`config.mk`:
```
export PLATFORM = sky130hd
export DESIGN_NAME = bitmap_font_text_rasterizer
export DESIGN_NICKNAME = d
export VERILOG_FILES = /design/src/rtl/bfr_pkg.sv /design/src/rtl/bfr_front.sv /design/src/rtl/bfr_queue.sv /design/src/rtl/bfr_back.sv /design/src/rtl/bitmap_font_text_rasterizer.sv
export SDC_FILE = /design/constraint.sdc
export NUM_CORES = 1
export LEC_CHECK = 0
export ABC_AREA = 1
export BUFFER_PORTS_ARGS = -buffer_cell sky130_fd_sc_hd__buf_4
export CORE_ASPECT_RATIO = 0.8
export CORE_MARGIN = 1
export CORE_UTILIZATION = 60
export CTS_CLUSTER_SIZE = 12
export DETAILED_ROUTE_END_ITERATION = 16
export GPL_TIMING_DRIVEN = 0
export PLACE_DENSITY = 0.8
export SLEW_MARGIN = 20
export SYNTH_ARGS = -nofsm -noshare
export SYNTH_HDL_FRONTEND = slang
export SYNTH_SLANG_ARGS = --single-unit
```
`constraint.sdc`:
```
create_clock -name clk -period 8.2 [get_ports clk]
set_clock_uncertainty 0.05 [all_clocks]
set_input_delay 0.41 -clock clk [delete_from_list [all_inputs] [get_ports clk]]
set_output_delay 0.41 -clock clk [all_outputs]
set_load 0.02 [all_outputs]
```
`src/rtl/bfr_pkg.sv`:
```
// ----------------------------------------------------------------------------
// Bitmap font rasterizer package
// Types, font ROM and coordinate helpers shared by the rasterizer modules.
// ----------------------------------------------------------------------------
package bfr_pkg;

    localparam int CoordBits   = 16;
    localparam int CoordWide   = CoordBits + 2;
    localparam int GlyphPixels = 15;
    localparam int ScaleBits   = 7;
    localparam int ColorBits   = 32;
    localparam int CfgDataBits = 32;
    localparam int CfgIdxBits  = 2;

    localparam logic [CfgIdxBits-1:0] RegStartX = 2'd0;
    localparam logic [CfgIdxBits-1:0] RegStartY = 2'd1;
    localparam logic [CfgIdxBits-1:0] RegScale  = 2'd2;
    localparam logic [CfgIdxBits-1:0] RegColor  = 2'd3;

    localparam logic [ScaleBits-1:0] ScaleMin = 7'd1;
    localparam logic [ScaleBits-1:0] ScaleMax = 7'd64;

    localparam logic signed [CoordWide-1:0] CoordMax =
        CoordWide'((64'sd1 <<< (CoordBits - 1)) - 64'sd1);
    localparam logic signed [CoordWide-1:0] CoordMin = ~CoordMax;

    localparam logic [7:0] CharLowerA = 8'h61;
    localparam logic [7:0] CharLowerZ = 8'h7A;
    localparam logic [7:0] CharUpperA = 8'h41;
    localparam logic [7:0] CharUpperZ = 8'h5A;
    localparam logic [7:0] CharDigit0 = 8'h30;
    localparam logic [7:0] CharDigit9 = 8'h39;
    localparam logic [7:0] CaseOffset = 8'h20;
    localparam logic [7:0] CharPeriod = 8'h2E;
    localparam logic [7:0] CharSlash  = 8'h2F;
    localparam logic [7:0] CharColon  = 8'h3A;
    localparam logic [7:0] CharMinus  = 8'h2D;
    localparam logic [7:0] CharUnder  = 8'h5F;
    localparam logic [7:0] CharPlus   = 8'h2B;
    localparam logic [7:0] CharComma  = 8'h2C;
    localparam logic [7:0] CharBang   = 8'h21;
    localparam logic [7:0] CharQuery  = 8'h3F;

    // Each octal digit is one glyph row, top row first; bit 2 is the left column.
    localparam logic [14:0] LetterRom [26] = '{
        15'o75755, 15'o65656, 15'o74447, 15'o65556, 15'o74647, 15'o74644,
        15'o74557, 15'o55755, 15'o72227, 15'o11157, 15'o56465, 15'o44447,
        15'o57755, 15'o57775, 15'o75557, 15'o75744, 15'o75571, 15'o65655,
        15'o74717, 15'o72222, 15'o55557, 15'o55522, 15'o55775, 15'o52225,
        15'o55722, 15'o71247
    };

    localparam logic [14:0] DigitRom [10] = '{
        15'o75557, 15'o26227, 15'o71747, 15'o71717, 15'o55711,
        15'o74717, 15'o74757, 15'o71244, 15'o75757, 15'o75717
    };

    localparam logic [2:0] PixRow [GlyphPixels] = '{
        3'd0, 3'd0, 3'd0, 3'd1, 3'd1, 3'd1, 3'd2, 3'd2,
        3'd2, 3'd3, 3'd3, 3'd3, 3'd4, 3'd4, 3'd4
    };

    localparam logic [1:0] PixCol [GlyphPixels] = '{
        2'd0, 2'd1, 2'd2, 2'd0, 2'd1, 2'd2, 2'd0, 2'd1,
        2'd2, 2'd0, 2'd1, 2'd2, 2'd0, 2'd1, 2'd2
    };

    typedef struct packed {
        logic [7:0] char_code;
        logic       first_in_string;
    } char_item_t;

    typedef struct packed {
        logic [CoordBits-1:0] rect_x;
        logic [CoordBits-1:0] rect_y;
        logic [ScaleBits-1:0] rect_size;
        logic [ColorBits-1:0] rect_color;
        logic                 last_in_char;
    } rect_item_t;

    typedef struct packed {
        logic [CoordBits-1:0] start_x;
        logic [CoordBits-1:0] start_y;
        logic [ScaleBits-1:0] scale;
        logic [ColorBits-1:0] color;
    } cfg_t;

    // Bit k of the mask is pixel k in scan order (row * 3 + column).
    typedef struct packed {
        logic [GlyphPixels-1:0] mask;
        logic [CoordBits-1:0]   pen;
    } glyph_job_t;

    function automatic logic [ScaleBits-1:0] eff_scale(input logic [ScaleBits-1:0] s);
        logic [ScaleBits-1:0] r;
        if (s < ScaleMin)
        begin
            r = ScaleMin;
        end
        else if (s > ScaleMax)
        begin
            r = ScaleMax;
        end
        else
        begin
            r = s;
        end
        return r;
    endfunction

    function automatic logic [CoordBits-1:0] sat_coord(input logic signed [CoordWide-1:0] v);
        logic [CoordBits-1:0] r;
        if (v > CoordMax)
        begin
            r = CoordMax[CoordBits-1:0];
        end
        else if (v < CoordMin)
        begin
            r = CoordMin[CoordBits-1:0];
        end
        else
        begin
            r = v[CoordBits-1:0];
        end
        return r;
    endfunction

    function automatic logic [GlyphPixels-1:0] glyph_mask(input logic [7:0] code);
        logic [7:0]             c;
        logic [14:0]            rows;
        logic [GlyphPixels-1:0] m;
        c = code;
        if (c inside {[CharLowerA:CharLowerZ]})
        begin
            c = c - CaseOffset;
        end
        if (c inside {[CharUpperA:CharUpperZ]})
        begin
            rows = LetterRom[5'(c - CharUpperA)];
        end
        else if (c inside {[CharDigit0:CharDigit9]})
        begin
            rows = DigitRom[4'(c - CharDigit0)];
        end
        else
        begin
            case (c)
                CharPeriod: rows = 15'o00002;
                CharSlash:  rows = 15'o11224;
                CharColon:  rows = 15'o02020;
                CharMinus:  rows = 15'o00700;
                CharUnder:  rows = 15'o00007;
                CharPlus:   rows = 15'o02720;
                CharComma:  rows = 15'o00022;
                CharBang:   rows = 15'o22202;
                CharQuery:  rows = 15'o71202;
                default:    rows = '0;
            endcase
        end
        for (int k = 0; k < GlyphPixels; k++)
        begin
            m[k] = rows[GlyphPixels-1-k];
        end
        return m;
    endfunction

endpackage

```
`src/rtl/bfr_front.sv`:
```
// ----------------------------------------------------------------------------
// Rasterizer front end
// Accepts characters, looks up the glyph mask and keeps the pen position.
// ----------------------------------------------------------------------------
module bfr_front (
    input  logic                clk,
    input  logic                rst_n,
    input  bfr_pkg::cfg_t       cfg,
    input  logic                char_valid,
    output logic                char_ready,
    input  bfr_pkg::char_item_t char_item,
    output logic                job_valid,
    input  logic                job_ready,
    output bfr_pkg::glyph_job_t job
);
    import bfr_pkg::*;

    logic [CoordBits-1:0] pen_reg;
    logic [CoordBits-1:0] pen_next;
    logic [CoordBits-1:0] base_x;
    logic                 accept;

    assign char_ready = job_ready;
    assign job_valid  = char_valid;
    assign accept     = char_valid && job_ready;
    assign base_x     = char_item.first_in_string ? cfg.start_x : pen_reg;
    assign job.mask   = glyph_mask(char_item.char_code);
    assign job.pen    = base_x;

    always_comb
    begin
        pen_next = pen_reg;
        if (accept)
        begin
            pen_next = sat_coord(CoordWide'(signed'(base_x))
                                 + CoordWide'({cfg.scale, 2'b00}));
        end
    end

    always_ff @(posedge clk or negedge rst_n)
    begin
        if (!rst_n)
        begin
            pen_reg <= '0;
        end
        else
        begin
            pen_reg <= pen_next;
        end
    end

endmodule

```
`src/rtl/bfr_queue.sv`:
```
// ----------------------------------------------------------------------------
// Rasterizer job queue
// Short register FIFO that decouples the front end from the pixel emitter.
// ----------------------------------------------------------------------------
module bfr_queue #(
    parameter int DEPTH = 2
) (
    input  logic                clk,
    input  logic                rst_n,
    input  logic                push_valid,
    output logic                push_ready,
    input  bfr_pkg::glyph_job_t push_job,
    output logic                pop_valid,
    input  logic                pop_ready,
    output bfr_pkg::glyph_job_t pop_job
);
    import bfr_pkg::*;

    localparam int PtrBits   = (DEPTH > 1) ? $clog2(DEPTH) : 1;
    localparam int CountBits = $clog2(DEPTH + 1);
    localparam logic [PtrBits-1:0]   LastPtr  = PtrBits'(DEPTH - 1);
    localparam logic [CountBits-1:0] FullCnt  = CountBits'(DEPTH);

    glyph_job_t           slots_reg [DEPTH];
    logic [PtrBits-1:0]   wr_ptr_reg;
    logic [PtrBits-1:0]   wr_ptr_next;
    logic [PtrBits-1:0]   rd_ptr_reg;
    logic [PtrBits-1:0]   rd_ptr_next;
    logic [CountBits-1:0] count_reg;
    logic [CountBits-1:0] count_next;
    logic                 push;
    logic                 pop;

    assign push_ready = (count_reg != FullCnt);
    assign pop_valid  = (count_reg != '0);
    assign push       = push_valid && push_ready;
    assign pop        = pop_valid && pop_ready;
    assign pop_job    = slots_reg[rd_ptr_reg];

    always_comb
    begin
        wr_ptr_next = wr_ptr_reg;
        rd_ptr_next = rd_ptr_reg;
        count_next  = count_reg;
        if (push)
        begin
            wr_ptr_next = (wr_ptr_reg == LastPtr) ? '0 : wr_ptr_reg + 1'b1;
        end
        if (pop)
        begin
            rd_ptr_next = (rd_ptr_reg == LastPtr) ? '0 : rd_ptr_reg + 1'b1;
        end
        if (push && !pop)
        begin
            count_next = count_reg + 1'b1;
        end
        else if (pop && !push)
        begin
            count_next = count_reg - 1'b1;
        end
    end

    always_ff @(posedge clk or negedge rst_n)
    begin
        if (!rst_n)
        begin
            wr_ptr_reg <= '0;
            rd_ptr_reg <= '0;
            count_reg  <= '0;
        end
        else
        begin
            wr_ptr_reg <= wr_ptr_next;
            rd_ptr_reg <= rd_ptr_next;
            count_reg  <= count_next;
        end
    end

    always_ff @(posedge clk)
    begin
        if (push)
        begin
            slots_reg[wr_ptr_reg] <= push_job;
        end
    end

    a_count_bound: assert property (@(posedge clk) disable iff (!rst_n)
        count_reg <= FullCnt)
        else $error("Queue count exceeds its depth.");

    a_count_grows: assert property (@(posedge clk) disable iff (!rst_n)
        (push && !pop) |=> count_reg == $past(count_reg) + 1'b1)
        else $error("Queue count did not grow on a lone push.");

endmodule

```
`src/rtl/bfr_back.sv`:
```
// ----------------------------------------------------------------------------
// Rasterizer pixel emitter
// Walks the lit pixels of each glyph job; emits one square per cycle unless stalled.
// ----------------------------------------------------------------------------
module bfr_back (
    input  logic                clk,
    input  logic                rst_n,
    input  bfr_pkg::cfg_t       cfg,
    input  logic                job_valid,
    output logic                job_ready,
    input  bfr_pkg::glyph_job_t job,
    output logic                rect_valid,
    input  logic                rect_ready,
    output bfr_pkg::rect_item_t rect_item
);
    import bfr_pkg::*;

    logic                   cur_valid_reg;
    logic                   cur_valid_next;
    logic [GlyphPixels-1:0] cur_mask_reg;
    logic [GlyphPixels-1:0] cur_mask_next;
    logic [CoordBits-1:0]   cur_pen_reg;
    logic [CoordBits-1:0]   cur_pen_next;
    logic                   out_valid_reg;
    logic                   out_valid_next;
    rect_item_t             out_item_reg;
    rect_item_t             out_item_next;

    logic [GlyphPixels-1:0] low_bit;
    logic [GlyphPixels-1:0] rest;
    logic [3:0]             pix_idx;
    logic [2:0]             row;
    logic [1:0]             col;
    logic [8:0]             x_off;
    logic [8:0]             y_off;
    logic                   emit;
    logic                   cur_done;
    logic                   load;

    assign low_bit = cur_mask_reg & (~cur_mask_reg + 1'b1);
    assign rest    = cur_mask_reg & ~low_bit;

    always_comb
    begin
        pix_idx = '0;
        for (int k = 0; k < GlyphPixels; k++)
        begin
            if (low_bit[k])
            begin
                pix_idx = 4'(k);
            end
        end
    end

    assign row   = PixRow[pix_idx];
    assign col   = PixCol[pix_idx];
    assign x_off = 9'(col) * 9'(cfg.scale);
    assign y_off = 9'(row) * 9'(cfg.scale);

    assign emit      = cur_valid_reg && (cur_mask_reg != '0) && (!out_valid_reg || rect_ready);
    assign cur_done  = cur_valid_reg && ((cur_mask_reg == '0) || (emit && (rest == '0)));
    assign job_ready = !cur_valid_reg || cur_done;
    assign load      = job_valid && job_ready;

    always_comb
    begin
        cur_valid_next = cur_valid_reg;
        cur_mask_next  = cur_mask_reg;
        cur_pen_next   = cur_pen_reg;
        if (load)
        begin
            cur_valid_next = 1'b1;
            cur_mask_next  = job.mask;
            cur_pen_next   = job.pen;
        end
        else if (cur_done)
        begin
            cur_valid_next = 1'b0;
        end
        else if (emit)
        begin
            cur_mask_next = rest;
        end
    end

    always_comb
    begin
        out_valid_next = out_valid_reg;
        out_item_next  = out_item_reg;
        if (emit)
        begin
            out_valid_next            = 1'b1;
            out_item_next.rect_x      = sat_coord(CoordWide'(signed'(cur_pen_reg))
                                                  + CoordWide'(x_off));
            out_item_next.rect_y      = sat_coord(CoordWide'(signed'(cfg.start_y))
                                                  + CoordWide'(y_off));
            out_item_next.rect_size   = cfg.scale;
            out_item_next.rect_color  = cfg.color;
            out_item_next.last_in_char = (rest == '0);
        end
        else if (rect_ready)
        begin
            out_valid_next = 1'b0;
        end
    end

    always_ff @(posedge clk or negedge rst_n)
    begin
        if (!rst_n)
        begin
            cur_valid_reg <= 1'b0;
            out_valid_reg <= 1'b0;
        end
        else
        begin
            cur_valid_reg <= cur_valid_next;
            out_valid_reg <= out_valid_next;
        end
    end

    always_ff @(posedge clk)
    begin
        cur_mask_reg <= cur_mask_next;
        cur_pen_reg  <= cur_pen_next;
        out_item_reg <= out_item_next;
    end

    assign rect_valid = out_valid_reg;
    assign rect_item  = out_item_reg;

    a_more_pixels: assert property (@(posedge clk) disable iff (!rst_n)
        (rect_valid && rect_ready && !rect_item.last_in_char)
            |-> (cur_valid_reg && (cur_mask_reg != '0)))
        else $error("Square without last flag but no pixel left in the character.");

    a_size_range: assert property (@(posedge clk) disable iff (!rst_n)
        rect_valid |-> (rect_item.rect_size >= ScaleMin) && (rect_item.rect_size <= ScaleMax))
        else $error("Square size outside the legal scale range.");

endmodule

```
`src/rtl/bitmap_font_text_rasterizer.sv`:
```
// ----------------------------------------------------------------------------
// Bitmap font text rasterizer
// Turns a stream of characters into filled squares using a 3x5 font.
// ----------------------------------------------------------------------------
// When the queue and the pixel emitter are empty, an accepted item passes through
// the queue slot, the emitter's job register and its output register to its first square.
// Throughput: the emitter produces one square per cycle unless rect_ready stalls it;
// each lit pixel (up to 15) gives one square, and a glyph with none still passes through.
// Reset clears the pen to zero, the registers to their defaults, and the queue.
module bitmap_font_text_rasterizer #(
    parameter int QUEUE_DEPTH = 2
) (
    input  logic                                 clk,
    input  logic                                 rst_n,
    input  logic                                 cfg_we,
    input  logic [bfr_pkg::CfgIdxBits-1:0]       cfg_index,
    input  logic [bfr_pkg::CfgDataBits-1:0]      cfg_data,
    input  logic                                 char_valid,
    output logic                                 char_ready,
    input  bfr_pkg::char_item_t                  char_item,
    output logic                                 rect_valid,
    input  logic                                 rect_ready,
    output bfr_pkg::rect_item_t                  rect_item
);
    import bfr_pkg::*;

    logic [CoordBits-1:0] start_x_reg;
    logic [CoordBits-1:0] start_y_reg;
    logic [ScaleBits-1:0] scale_reg;
    logic [ColorBits-1:0] color_reg;
    cfg_t                 cfg;
    logic                 f_valid;
    logic                 f_ready;
    glyph_job_t           f_job;
    logic                 b_valid;
    logic                 b_ready;
    glyph_job_t           b_job;

    always_ff @(posedge clk or negedge rst_n)
    begin
        if (!rst_n)
        begin
            start_x_reg <= '0;
            start_y_reg <= '0;
            scale_reg   <= ScaleMin;
            color_reg   <= '1;
        end
        else if (cfg_we)
        begin
            case (cfg_index)
                RegStartX: start_x_reg <= cfg_data[CoordBits-1:0];
                RegStartY: start_y_reg <= cfg_data[CoordBits-1:0];
                RegScale:  scale_reg   <= cfg_data[ScaleBits-1:0];
                RegColor:  color_reg   <= cfg_data[ColorBits-1:0];
                default:   ;
            endcase
        end
    end

    assign cfg.start_x = start_x_reg;
    assign cfg.start_y = start_y_reg;
    assign cfg.scale   = eff_scale(scale_reg);
    assign cfg.color   = color_reg;

    bfr_front u_front (
        .clk        (clk),
        .rst_n      (rst_n),
        .cfg        (cfg),
        .char_valid (char_valid),
        .char_ready (char_ready),
        .char_item  (char_item),
        .job_valid  (f_valid),
        .job_ready  (f_ready),
        .job        (f_job)
    );

    bfr_queue #(
        .DEPTH (QUEUE_DEPTH)
    ) u_queue (
        .clk        (clk),
        .rst_n      (rst_n),
        .push_valid (f_valid),
        .push_ready (f_ready),
        .push_job   (f_job),
        .pop_valid  (b_valid),
        .pop_ready  (b_ready),
        .pop_job    (b_job)
    );

    bfr_back u_back (
        .clk        (clk),
        .rst_n      (rst_n),
        .cfg        (cfg),
        .job_valid  (b_valid),
        .job_ready  (b_ready),
        .job        (b_job),
        .rect_valid (rect_valid),
        .rect_ready (rect_ready),
        .rect_item  (rect_item)
    );

endmodule

```
==> results.md, run 1 <==
* Outcome: finished clean
* Area growth from synthesis to layout at 17.0%
* Pin slew with the least headroom to its limit at between 800 and 900 ps
* Standard-cell row count at 48
* Total I/O pin count at about 120
* Antenna violations before repair at 0
* Top Layer Used: met4
* Part of the Yosys area used for sequential elements at approximately 54%
* Final number of setup-violating endpoints at 0
* Yosys warns at 0
* Number of slew-limit violations in the final report at 0
* Clock Pin Slew Worst Setup and Hold Paths at about 60 ps
* Pre-Repair DR Iteration Count at 6
* Die W at approximately 170 um
* Routed via count divided by cell count at 5.44
* Crit Path Class: flop to flop
* Total Die Area at approximately 0.023 mm^2
* Post-synth EDFFs at approximately 170
* Required time of the critical path at about 8400 ps
* Global placement routability congestion at approximately 0.9
* Cell with the biggest individual delay on the critical path: sky130_fd_sc_hd__fa_1
* Power per cell area at ~250 mW/mm^2
* Class of the tightest hold or removal check: input port to flop
* CP most frequent cell: sky130_fd_sc_hd__nand2_1
* Vias in the first global route at just under 10000
* Starting density of the core at between 60% and 70%
* Maximum number of pins on one net before global-route repair at 94
* Max-Slew Margin vs Limit at 40.3%
* # placed instances at 1901
* Yosys cell types at approximately 50
* Cell area after synthesis at ~0.014 mm^2
* Clock tree sinks at approximately 260
* Flop and latch count out of synthesis at about 260
* Maximum ir drop on the vdd rail at 0.261 mV
* Synth Area per Inst at ~9.2 um^2
* Biggest cell delay along the critical path at 490 ps
* CTS-repair resized insts at 0
* Die height at 137 um
* FFs w/ async S/R, synth at between 30% and 40%
* Total grt overflow at 0
* Leakage power of the design at around 0.0074 uW
* Final sum of negative setup slack at 0 ps
* Antenna diodes at 0
* Global-route usage over all layers at between 20% and 30%
* Max-Cap Viols at 0
* Fin Hold WS at about 61 ps
* Cell at the root of the clock tree: sky130_fd_sc_hd__clkbuf_16
* Number of standard cells after synthesis at between 1000 and 1500
* Number of fillers in the final layout at roughly 1600
* Signal arrival time at the worst endpoint at 6340 ps
* Critical Path Sink Type: flop
* Post-CTS setup buffer count at 0
* Routed length on met1 at 13.7 mm
* Area inside the core boundary at around 0.022 mm^2
* Leading post-synthesis cells by cell area: sky130_fd_sc_hd__edfxtp_1, sky130_fd_sc_hd__nand2_1, sky130_fd_sc_hd__dfrtp_1
* Count of vias placed by the detailed router at roughly 11000
* Routed WL per cell at 15.7 um
* Commonest register cell after synthesis: sky130_fd_sc_hd__edfxtp_1
* Area fraction of the dominant cell type after synthesis at 36.4%
* Placed wire-length estimate after detailed placement at roughly 23 mm
* Met3 wire length at ~2.2 mm
* Number of buffer and inverter stages on the critical path at 4
* Final Util at ~73%
* Number of flip-flops in the largest register at slightly above 70
* Residual DRC count at 0
* Most common cell after layout, fill and taps aside: sky130_fd_sc_hd__nand2_1
* Post-route minimum period at around 6100 ps
* Met2 wire length at 14.3 mm
* Final hold vios at 0
* Unrepaired setup endpoints after global routing: no
* Max FO, Critical Path at 10
* IO Port Bufs at around 120
* Insertion delay to the later sink of the worst-skew pair at 540 ps
* Net count of the mapped netlist at around 1600
* Layout net count at around 1700
* Clock tree from TritonCTS: built
* Maximum clock path buffer count at 3
* Kind of cell adding the most delay to the critical path: simple AND/OR/NAND/NOR gates
* Overall power after layout at approximately 4000 uW
* Share of final-layout standard cells stronger than drive strength 1 at ~15%
* Critical Path Source Type: flop
* CTS HTree Levels at 1
* Final cycle utilization of the critical path at 74.7%
* Global-route wire length before repair at 49.3 mm
* Antenna Violating Nets Remaining at 0
* Number of buffers created by CTS at 27
* Most frequent cells in the layout: sky130_fd_sc_hd__nand2_1, sky130_fd_sc_hd__inv_1, sky130_fd_sc_hd__edfxtp_1
* Cell taking the most area after synthesis: sky130_fd_sc_hd__edfxtp_1
* Achievable clock frequency at 163 MHz
* Fin cells at a little under 2000
* Overall routed net length at around 30 mm
* Starting DRT DRC Count at 848
[layer usage]
layer	track usage [%]	up-vias
met3	3.93	39
li1	-	5186
met2	43.8	398
met1	39.0	5004
met4	4.80	0
met5	0	-
[power breakdown]
group          internal [uW]  leakage (uW)  switching (uW)
registers               1700       0.00264             101
logic                    337       0.00429             606
clock network            724      0.000432             487
[final cells by class]
class                   instances  area [um^2]  area share [%]
plain buffers                  39          189            1.19
clock buffers                  49          883            5.55
clock inverters                 1         8.76          0.0550
inverters                     177          664            4.18
multi-input cells            1004         5450            34.2
flip-flops and latches        258         7320            46.0
well taps                     300          375            2.36
repair buffers                125         1020            6.41
[per-stage QoR]
stage | worst slack, ps | area, um^2
floorplan | 2780 | 13600
global placement | 1230 | 14900
detailed placement | 2090 | 15000
CTS | 2090 | 15900
global route | 1540 | 15900
finish | 2080 | 15900
[cell families after synthesis]
group	synth area share, %
AND/OR/NAND/NOR	20.2
flip-flops	53.8
buffers and inverters	6.27
AO/OA/AOI/OAI	8.22
adder cells (fa/ha/maj)	6.81
XOR/XNOR	2.83
multiplexers	1.82
[synth_stat cells (22+ instances only)]
library cell and instances:
sky130_fd_sc_hd__edfxtp_1 165, sky130_fd_sc_hd__nor2_1 132, sky130_fd_sc_hd__clkbuf_1 26, sky130_fd_sc_hd__nand2_1 407
sky130_fd_sc_hd__xor2_1 30, sky130_fd_sc_hd__o21ai_0 111, sky130_fd_sc_hd__nand3_1 88, sky130_fd_sc_hd__a21oi_1 44
sky130_fd_sc_hd__mux2_2 22, sky130_fd_sc_hd__ha_1 58, sky130_fd_sc_hd__dfrtp_1 60, sky130_fd_sc_hd__inv_1 173
sky130_fd_sc_hd__dfstp_2 33
[timing repair]
action,CTS,global route
endpoints found under the hold margin,61,0
hold buffers,2,0
endpoints found under the setup margin,0,0
[worst paths after layout]
kind                                        start                    to  slack (ps)  depth (start not counted)
min reg2reg                  u_queue.count_reg[0]  u_queue.count_reg[0]         430                          1
max in group asynchronous                   rst_n   u_front.pen_reg[14]        7000                          2
max                        u_back.cur_mask_reg[6]  u_back.rect_item[47]        2080                         32
min                                  cfg_data[24]         color_reg[24]          60                          2
min in group asynchronous                   rst_n       start_y_reg[15]         470                          2
max reg2reg                u_back.cur_mask_reg[6]  u_back.rect_item[47]        2080                         32
(Power assumes the default switching activity.)
==> run 2: changes to the inputs <==
==> constraint.sdc (replaced) <==
create_clock -name clk -period 5.7 [get_ports clk]
set_clock_uncertainty 0.05 [all_clocks]
set_input_delay 0.285 -clock clk [delete_from_list [all_inputs] [get_ports clk]]
set_output_delay 0.285 -clock clk [all_outputs]
set_load 0.02 [all_outputs]
==> run 2 against run 1 <==
Against the previous run: critical path depth stayed put; die area unchanged; utilization grew 2.1 points; worst setup slack got worse by 1800 ps; sequential power up 44%.
==> results.md, run 2 (synthesized netlist as in run 1, its figures left out) <==
* Pre-Repair DR Iteration Count at 5 (-1)
* Leakage power of the design at 0.00756 uW (+2.6%)
* Antenna diodes at 0 (unchanged)
* Required time of the critical path at 5930 ps (-2490 ps)
* Outcome: finished clean
* Final sum of negative setup slack at 0 ps (unchanged)
* CTS HTree Levels at 1 (unchanged)
* Critical Path Source Type: flop
* Pin slew with the least headroom to its limit at 887 ps (-7.63 ps)
* Total Die Area at 0.0233 mm^2 (unchanged)
* Clock tree sinks at 258 (unchanged)
* Achievable clock frequency at 184 MHz (+13%)
* Met1 Track Usage GR at 39.6% (+0.59 points)
* Residual DRC count at 0 (unchanged)
* Class of the tightest hold or removal check: input port to flop
* Maximum number of pins on one net before global-route repair at 94 (unchanged)
* Signal arrival time at the worst endpoint at 5670 ps (-670 ps)
* Clock Pin Slew Worst Setup and Hold Paths at 60 ps (about the same)
* Most common cell after layout, fill and taps aside: sky130_fd_sc_hd__nand2_1
* Highest-utilization routing layer at the global route stage: met2
* Power per cell area at 350 mW/mm^2 (+41%)
* Crit Path Class: flop to flop
* Maximum ir drop on the vdd rail at 0.326 mV (+25%)
* Share of final-layout standard cells stronger than drive strength 1 at 17.9% (+2.6 points)
* Standard-cell row count at 48 (unchanged)
* Starting density of the core at 62.0% (unchanged)
* Unrepaired setup endpoints after global routing: yes
* Count of vias placed by the detailed router at 10900 (+2.8%)
* Area growth from synthesis to layout at 20.3%
* Placed wire-length estimate after detailed placement at 22.6 mm (unchanged)
* Met3 Track Usage GR at 3.90% (-0.029 points)
* Max-Slew Margin vs Limit at 40.9% (+0.51 points)
* Met2 capacity usage during global routing at 45.5% (+1.6 points)
* # placed instances at 1901 (unchanged)
* Fin cells at 1989 (+1.8%)
* Cell at the root of the clock tree: sky130_fd_sc_hd__clkbuf_16
* Die height at 137 um (unchanged)
* CP most frequent cell: sky130_fd_sc_hd__nand2_1
* Global-route wire length before repair at 50.5 mm (+2.5%)
* Total grt overflow at 0 (unchanged)
* Routed WL per cell at 16.0 um (+2.4%)
* Final cycle utilization of the critical path at 95.4% (+21 points)
* Antenna Violating Nets Remaining at 0 (unchanged)
* Fin Hold WS at 42.3 ps (-19.1 ps)
* Antenna violations before repair at 0 (unchanged)
* Number of slew-limit violations in the final report at 0 (unchanged)
* Number of flip-flops in the largest register at 72 (unchanged)
* Maximum clock path buffer count at 3 (unchanged)
* Total I/O pin count at 122 (unchanged)
* IO Port Bufs at 119 (unchanged)
* Cell with the biggest individual delay on the critical path: sky130_fd_sc_hd__fa_1
* Routed via count divided by cell count at 5.49 (+0.92%)
* Layout net count at 1784 (+2.1%)
* Starting DRT DRC Count at 933 (+10%)
* Number of buffers created by CTS at 27 (unchanged)
* Overall power after layout at 5730 uW (+45%)
* Global-route usage over all layers at 27.6% (+0.68 points)
* Post-route minimum period at 5440 ps (-684 ps)
* Most frequent cells in the layout: sky130_fd_sc_hd__nand2_1, sky130_fd_sc_hd__inv_1, sky130_fd_sc_hd__edfxtp_1
* Vias in the first global route at 10100 (+2.5%)
* Overall routed net length at 31.9 mm (+4.3%)
* Max FO, Critical Path at 10 (unchanged)
* Max-Cap Viols at 0 (unchanged)
* Biggest cell delay along the critical path at 440 ps (-50 ps)
* Clock tree from TritonCTS: built
* Final number of setup-violating endpoints at 0 (unchanged)
* Critical Path Sink Type: flop
* Insertion delay to the later sink of the worst-skew pair at 540 ps (about the same)
* Global placement routability congestion at 0.900 (unchanged)
* Die W at 170 um (unchanged)
* Area inside the core boundary at 0.0219 mm^2 (unchanged)
* Final hold vios at 0 (unchanged)
==> run 2: timing repair <==
item / in CTS / in global routing
endpoints found under the setup margin: 25 / 31
gates resized for setup: 10 / 34
hold buffers: 18 / 0
setup buffers: 9 / 11
pin swaps: 3 / 15
hold endpoints to repair: 77 / 0
==> run 2: final timing paths <==
kind / slack, ps / from / end / cells after the start
max in group asynchronous: 4630 / rst_n / start_x_reg[10] / 2
min: 40 / cfg_data[11] / start_y_reg[11] / 3
max: 260 / u_back.cur_mask_reg[1] / u_back.rect_item[63] / 32
min reg2reg: 440 / u_queue.count_reg[0] / u_queue.count_reg[0] / 1
max reg2reg: 260 / u_back.cur_mask_reg[1] / u_back.rect_item[63] / 32
min in group asynchronous: 360 / rst_n / start_y_reg[10] / 2
==> run 2: report_power, final <==
part           switching, uW  internal, uW  total (uW)
registers                148          2440        2590
logic                    889           512        1400
clock network            704          1040        1750
total                   1740          3990        5730
==> run 2: area by class of cell <==
| type | instances | area [um^2] |
|---|---|---|
| Buffer | 39 | 198 |
| Clock buffer | 49 | 883 |
| Clock inverter | 1 | 8.76 |
| Fill cell | 1533 | 5560 |
| Inverter | 177 | 664 |
| Multi-Input combinational cell | 1004 | 5580 |
| Sequential cell | 258 | 7320 |
| Tap cell | 300 | 375 |
| Timing Repair Buffer | 161 | 1330 |
==> run 2: metrics by stage <==
| stage | instance area [um^2] | util (%) | setup slack, ps |
|---|---|---|---|
| after CTS | 16200 | 73.7 | 22.3 |
| after global placement | 14900 | 67.8 | -1270 |
| after detailed placement | 15000 | 68.4 | -405 |
| final | 16400 | 74.7 | 261 |
| after floorplan | 13600 | - | 278 |
| after global routing | 16400 | 74.7 | -103 |
==> run 2: critical path: cells and delay by family, from the launching register on <==
kind / cells / cell delay, ps
AND/OR/NAND/NOR: 14 / 1500
AO/OA/AOI/OAI: 8 / 1240
adder cells (fa/ha/maj): 4 / 1230
buffers and inverters: 5 / 550
flip-flops: 1 / 430
XOR/XNOR: 1 / 160
==> run 2: routing by layer <==
metal / routed length [um] / up-vias
met5: 0 / -
met4: 397 / 0
met3: 2370 / 38
met2: 15100 / 425
met1: 14100 / 5198
li1: - / 5261
==> run 3: changes to the inputs <==
--- a/config.mk
+++ b/config.mk
@@ -7,13 +7,14 @@
 export LEC_CHECK = 0
 export ABC_AREA = 1
 export BUFFER_PORTS_ARGS = -buffer_cell sky130_fd_sc_hd__buf_4
+export CAP_MARGIN = 5
 export CORE_ASPECT_RATIO = 0.8
 export CORE_MARGIN = 1
 export CORE_UTILIZATION = 60
 export CTS_CLUSTER_SIZE = 12
 export DETAILED_ROUTE_END_ITERATION = 16
 export GPL_TIMING_DRIVEN = 0
-export PLACE_DENSITY = 0.8
+export PLACE_DENSITY = 0.86
 export SLEW_MARGIN = 20
 export SYNTH_ARGS = -nofsm -noshare
 export SYNTH_HDL_FRONTEND = slang
==> run 3 against run 2 <==
Against the previous run: routed wire length increased by 3.0%; highest routed layer unchanged; sequential power hardly changed; hold slack improved by 4.5 ps; sequential share of layout area grew 0.12 points; final cell count fell by 0.15%; worst setup slack got worse by 43 ps; largest cell class unchanged; flip-flop and latch count is the same; total power is 1.6% lower; utilization decreased by 0.20 points; cell area decreased by 0.27%; clock-buffer cell count decreased by 5.
==> results.md, run 3 (synthesized netlist as in run 1, its figures left out) <==
* Insertion delay to the later sink of the worst-skew pair at 530 ps (about the same)
* Antenna violations before repair at 0 (unchanged)
* Vias in the first global route at 10400 (+2.1%)
* Global-route usage over all layers at 28.2% (+0.55 points)
* Beginning of the critical path: u_back.cur_mask_reg[1]
* Number of buffers created by CTS at 27 (unchanged)
* Standard-cell row count at 48 (unchanged)
* Global-route wire length before repair at 51.5 mm (+1.9%)
* Setup WS pre-CTS at -298 ps (+107 ps)
* Final number of setup-violating endpoints at 0 (unchanged)
* Comb power frac at 25.4% (+1.0 points)
* Routed WL per cell at 16.5 um (+3.1%)
* Class of the tightest hold or removal check: input port to flop
* Critical Path Source Type: flop
* Cell with the biggest individual delay on the critical path: sky130_fd_sc_hd__fa_1
* Kind of cell adding the most delay to the critical path: adder cells
* Leakage power of the design at 0.00752 uW (-0.52%)
* Achievable clock frequency at 182 MHz (-0.78%)
* Die height at 137 um (unchanged)
* Signal arrival time at the worst endpoint at 5700 ps (+30 ps)
* Residual DRC count at 0 (unchanged)
* Clock Pin Slew Worst Setup and Hold Paths at 60 ps (about the same)
* Die W at 170 um (unchanged)
* Max-Slew Margin vs Limit at 42.6% (+1.7 points)
* Critical Path Sink Type: flop
* Maximum clock path buffer count at 3 (unchanged)
* Net Sw Frac at 31.4% (+1.0 points)
* Outcome: finished clean
* Routed via count divided by cell count at 5.58 (+1.6%)
* Biggest cell delay along the critical path at 480 ps (+40 ps)
* Pre-Repair DR Iteration Count at 6 (+1)
* Sequential cell fraction of total power at 46.0% (+0.9 points)
* IO Port Bufs at 119 (unchanged)
* Final setup slack of the worst path at 218 ps (-42.6 ps)
* Total Die Area at 0.0233 mm^2 (unchanged)
* Clock tree sinks at 258 (unchanged)
* Count of vias placed by the detailed router at 11100 (+1.4%)
* Clock tree from TritonCTS: built
* Starting DRT DRC Count at 989 (+6.0%)
* Area of placed instances at 0.0150 mm^2 (unchanged)
* Most common cell after layout, fill and taps aside: sky130_fd_sc_hd__nand2_1
* Share of final-layout standard cells stronger than drive strength 1 at 18.1% (+0.15 points)
* Psw at 1770 uW (+1.7%)
* Fin cells at 1986 (-0.15%)
* Area inside the core boundary at 0.0219 mm^2 (unchanged)
* Maximum ir drop on the vdd rail at 0.265 mV (-19%)
* Global placement routability congestion at 0.906 (+0.68%)
* # placed instances at 1901 (unchanged)
* Total I/O pin count at 122 (unchanged)
* Most frequent cells in the layout: sky130_fd_sc_hd__nand2_1, sky130_fd_sc_hd__inv_1, sky130_fd_sc_hd__edfxtp_1
* Area growth from synthesis to layout at 20.0%
* Required time of the critical path at 5920 ps (about the same)
* Cell at the root of the clock tree: sky130_fd_sc_hd__clkbuf_16
* Number of flip-flops in the largest register at 72 (unchanged)
* Power per cell area at 346 mW/mm^2 (-1.4%)
* Starting density of the core at 62.0% (unchanged)
* Post-route minimum period at 5480 ps (+42.6 ps)
* Crit Path Class: flop to flop
* Antenna diodes at 0 (unchanged)
* Layout net count at 1781 (-0.17%)
* Final hold vios at 0 (unchanged)
* Max FO, Critical Path at 9 (-1)
* Max-Cap Viols at 0 (unchanged)
* Fin Hold WS at 46.8 ps (+4.52 ps)
* Worst reg2reg startpoint: u_back.cur_mask_reg[1]
* Power Internal at 3870 uW (-3.1%)
* Hold_sp: cfg_data[0]
* CP most frequent cell: sky130_fd_sc_hd__nand2_1
* Number of fillers in the final layout at 1387 (-9.5%)
* Area occupied by registers at 0.00732 mm^2 (unchanged)
* Number of slew-limit violations in the final report at 0 (unchanged)
* Area of the multi-input gates at 0.00564 mm^2 (+1.1%)
* Total grt overflow at 0 (unchanged)
* CTS HTree Levels at 1 (unchanged)
* Final cycle utilization of the critical path at 96.2% (+0.75 points)
* Pin slew with the least headroom to its limit at 862 ps (-25.6 ps)
* Number of buffer and inverter stages on the critical path at 6 (+1)
* Share of power burned in the clock network at 28.5% (-1.9 points)
* Placed wire-length estimate after detailed placement at 22.9 mm (+1.6%)
* Overall routed net length at 32.9 mm (+3.0%)
* Unrepaired setup endpoints after global routing: yes
* Maximum number of pins on one net before global-route repair at 94 (unchanged)
* Antenna Violating Nets Remaining at 0 (unchanged)
* Final Util at 74.5% (-0.20 points)
* Post-route cell area at 0.0163 mm^2 (-0.27%)
[run 3: worst reg2reg max path: cells and delay by family, from the launching register on]
family / cells / cell delay (ps)
adder cells (fa/ha/maj): 4 / 1350
XOR/XNOR: 1 / 170
AND/OR/NAND/NOR: 12 / 1250
buffers and inverters: 6 / 730
AO/OA/AOI/OAI: 8 / 1220
flip-flops: 1 / 460
[run 3: final timing paths]
path                                   endpoint  slack (ps)  depth (start not counted)
min in group asynchronous       start_y_reg[10]         320                          2
max                        u_back.rect_item[45]         220                         31
min reg2reg                u_queue.count_reg[0]         420                          1
min                                color_reg[0]          50                          3
max in group asynchronous       start_x_reg[12]        4660                          2
max reg2reg                u_back.rect_item[45]         220                         31
[run 3: routing by layer]
metal  vias up  wire length, um  share of wire, %  GRT usage (%)
li1       5254                -                 -              -
met1      5204            13500                41           39.3
met2       542            15600                47           46.0
met3        79             3010               9.1           4.74
met4         0              762               2.3           7.56
met5         -                0                 0              0
[run 3: repair_timing]
| action | in CTS | in global routing |
|---|---|---|
| gates cloned | 0 | 1 |
| resized for setup | 6 | 52 |
| hold endpoints to repair | 77 | 0 |
| hold buffers | 18 | 0 |
| pin swaps | 4 | 21 |
| setup endpoints to repair | 25 | 32 |
| buffers inserted | 4 | 12 |
[run 3: area by class of cell]
class | count | share of cell area, %
buffer | 39 | 1.23
inverter | 177 | 4.07
tap | 300 | 2.30
multi-input combinational | 1004 | 34.6
sequential | 258 | 44.9
clock buffer | 44 | 4.65
clock inverter | 6 | 0.253
timing repair buffer | 158 | 8.03
[run 3: power by group through the flow]
stage               Clock (uW)  Sequential (uW)  Combinational (uW)
finish                    1610             2590                1430
global route              1690             2620                1590
CTS                       1610             2580                1380
detailed placement           0             2620                1340
global placement             0             2610                1250
floorplan                    0             2660                 819
[run 3: per-stage QoR]
step | total power (uW) | TNS [ps]
2_1_floorplan | 3480 | 0
3_3_place_gp | 3850 | -60440
5_1_grt | 5900 | -1140
4_1_cts | 5580 | 0
6_report | 5640 | 0
3_5_place_dp | 3960 | -3250
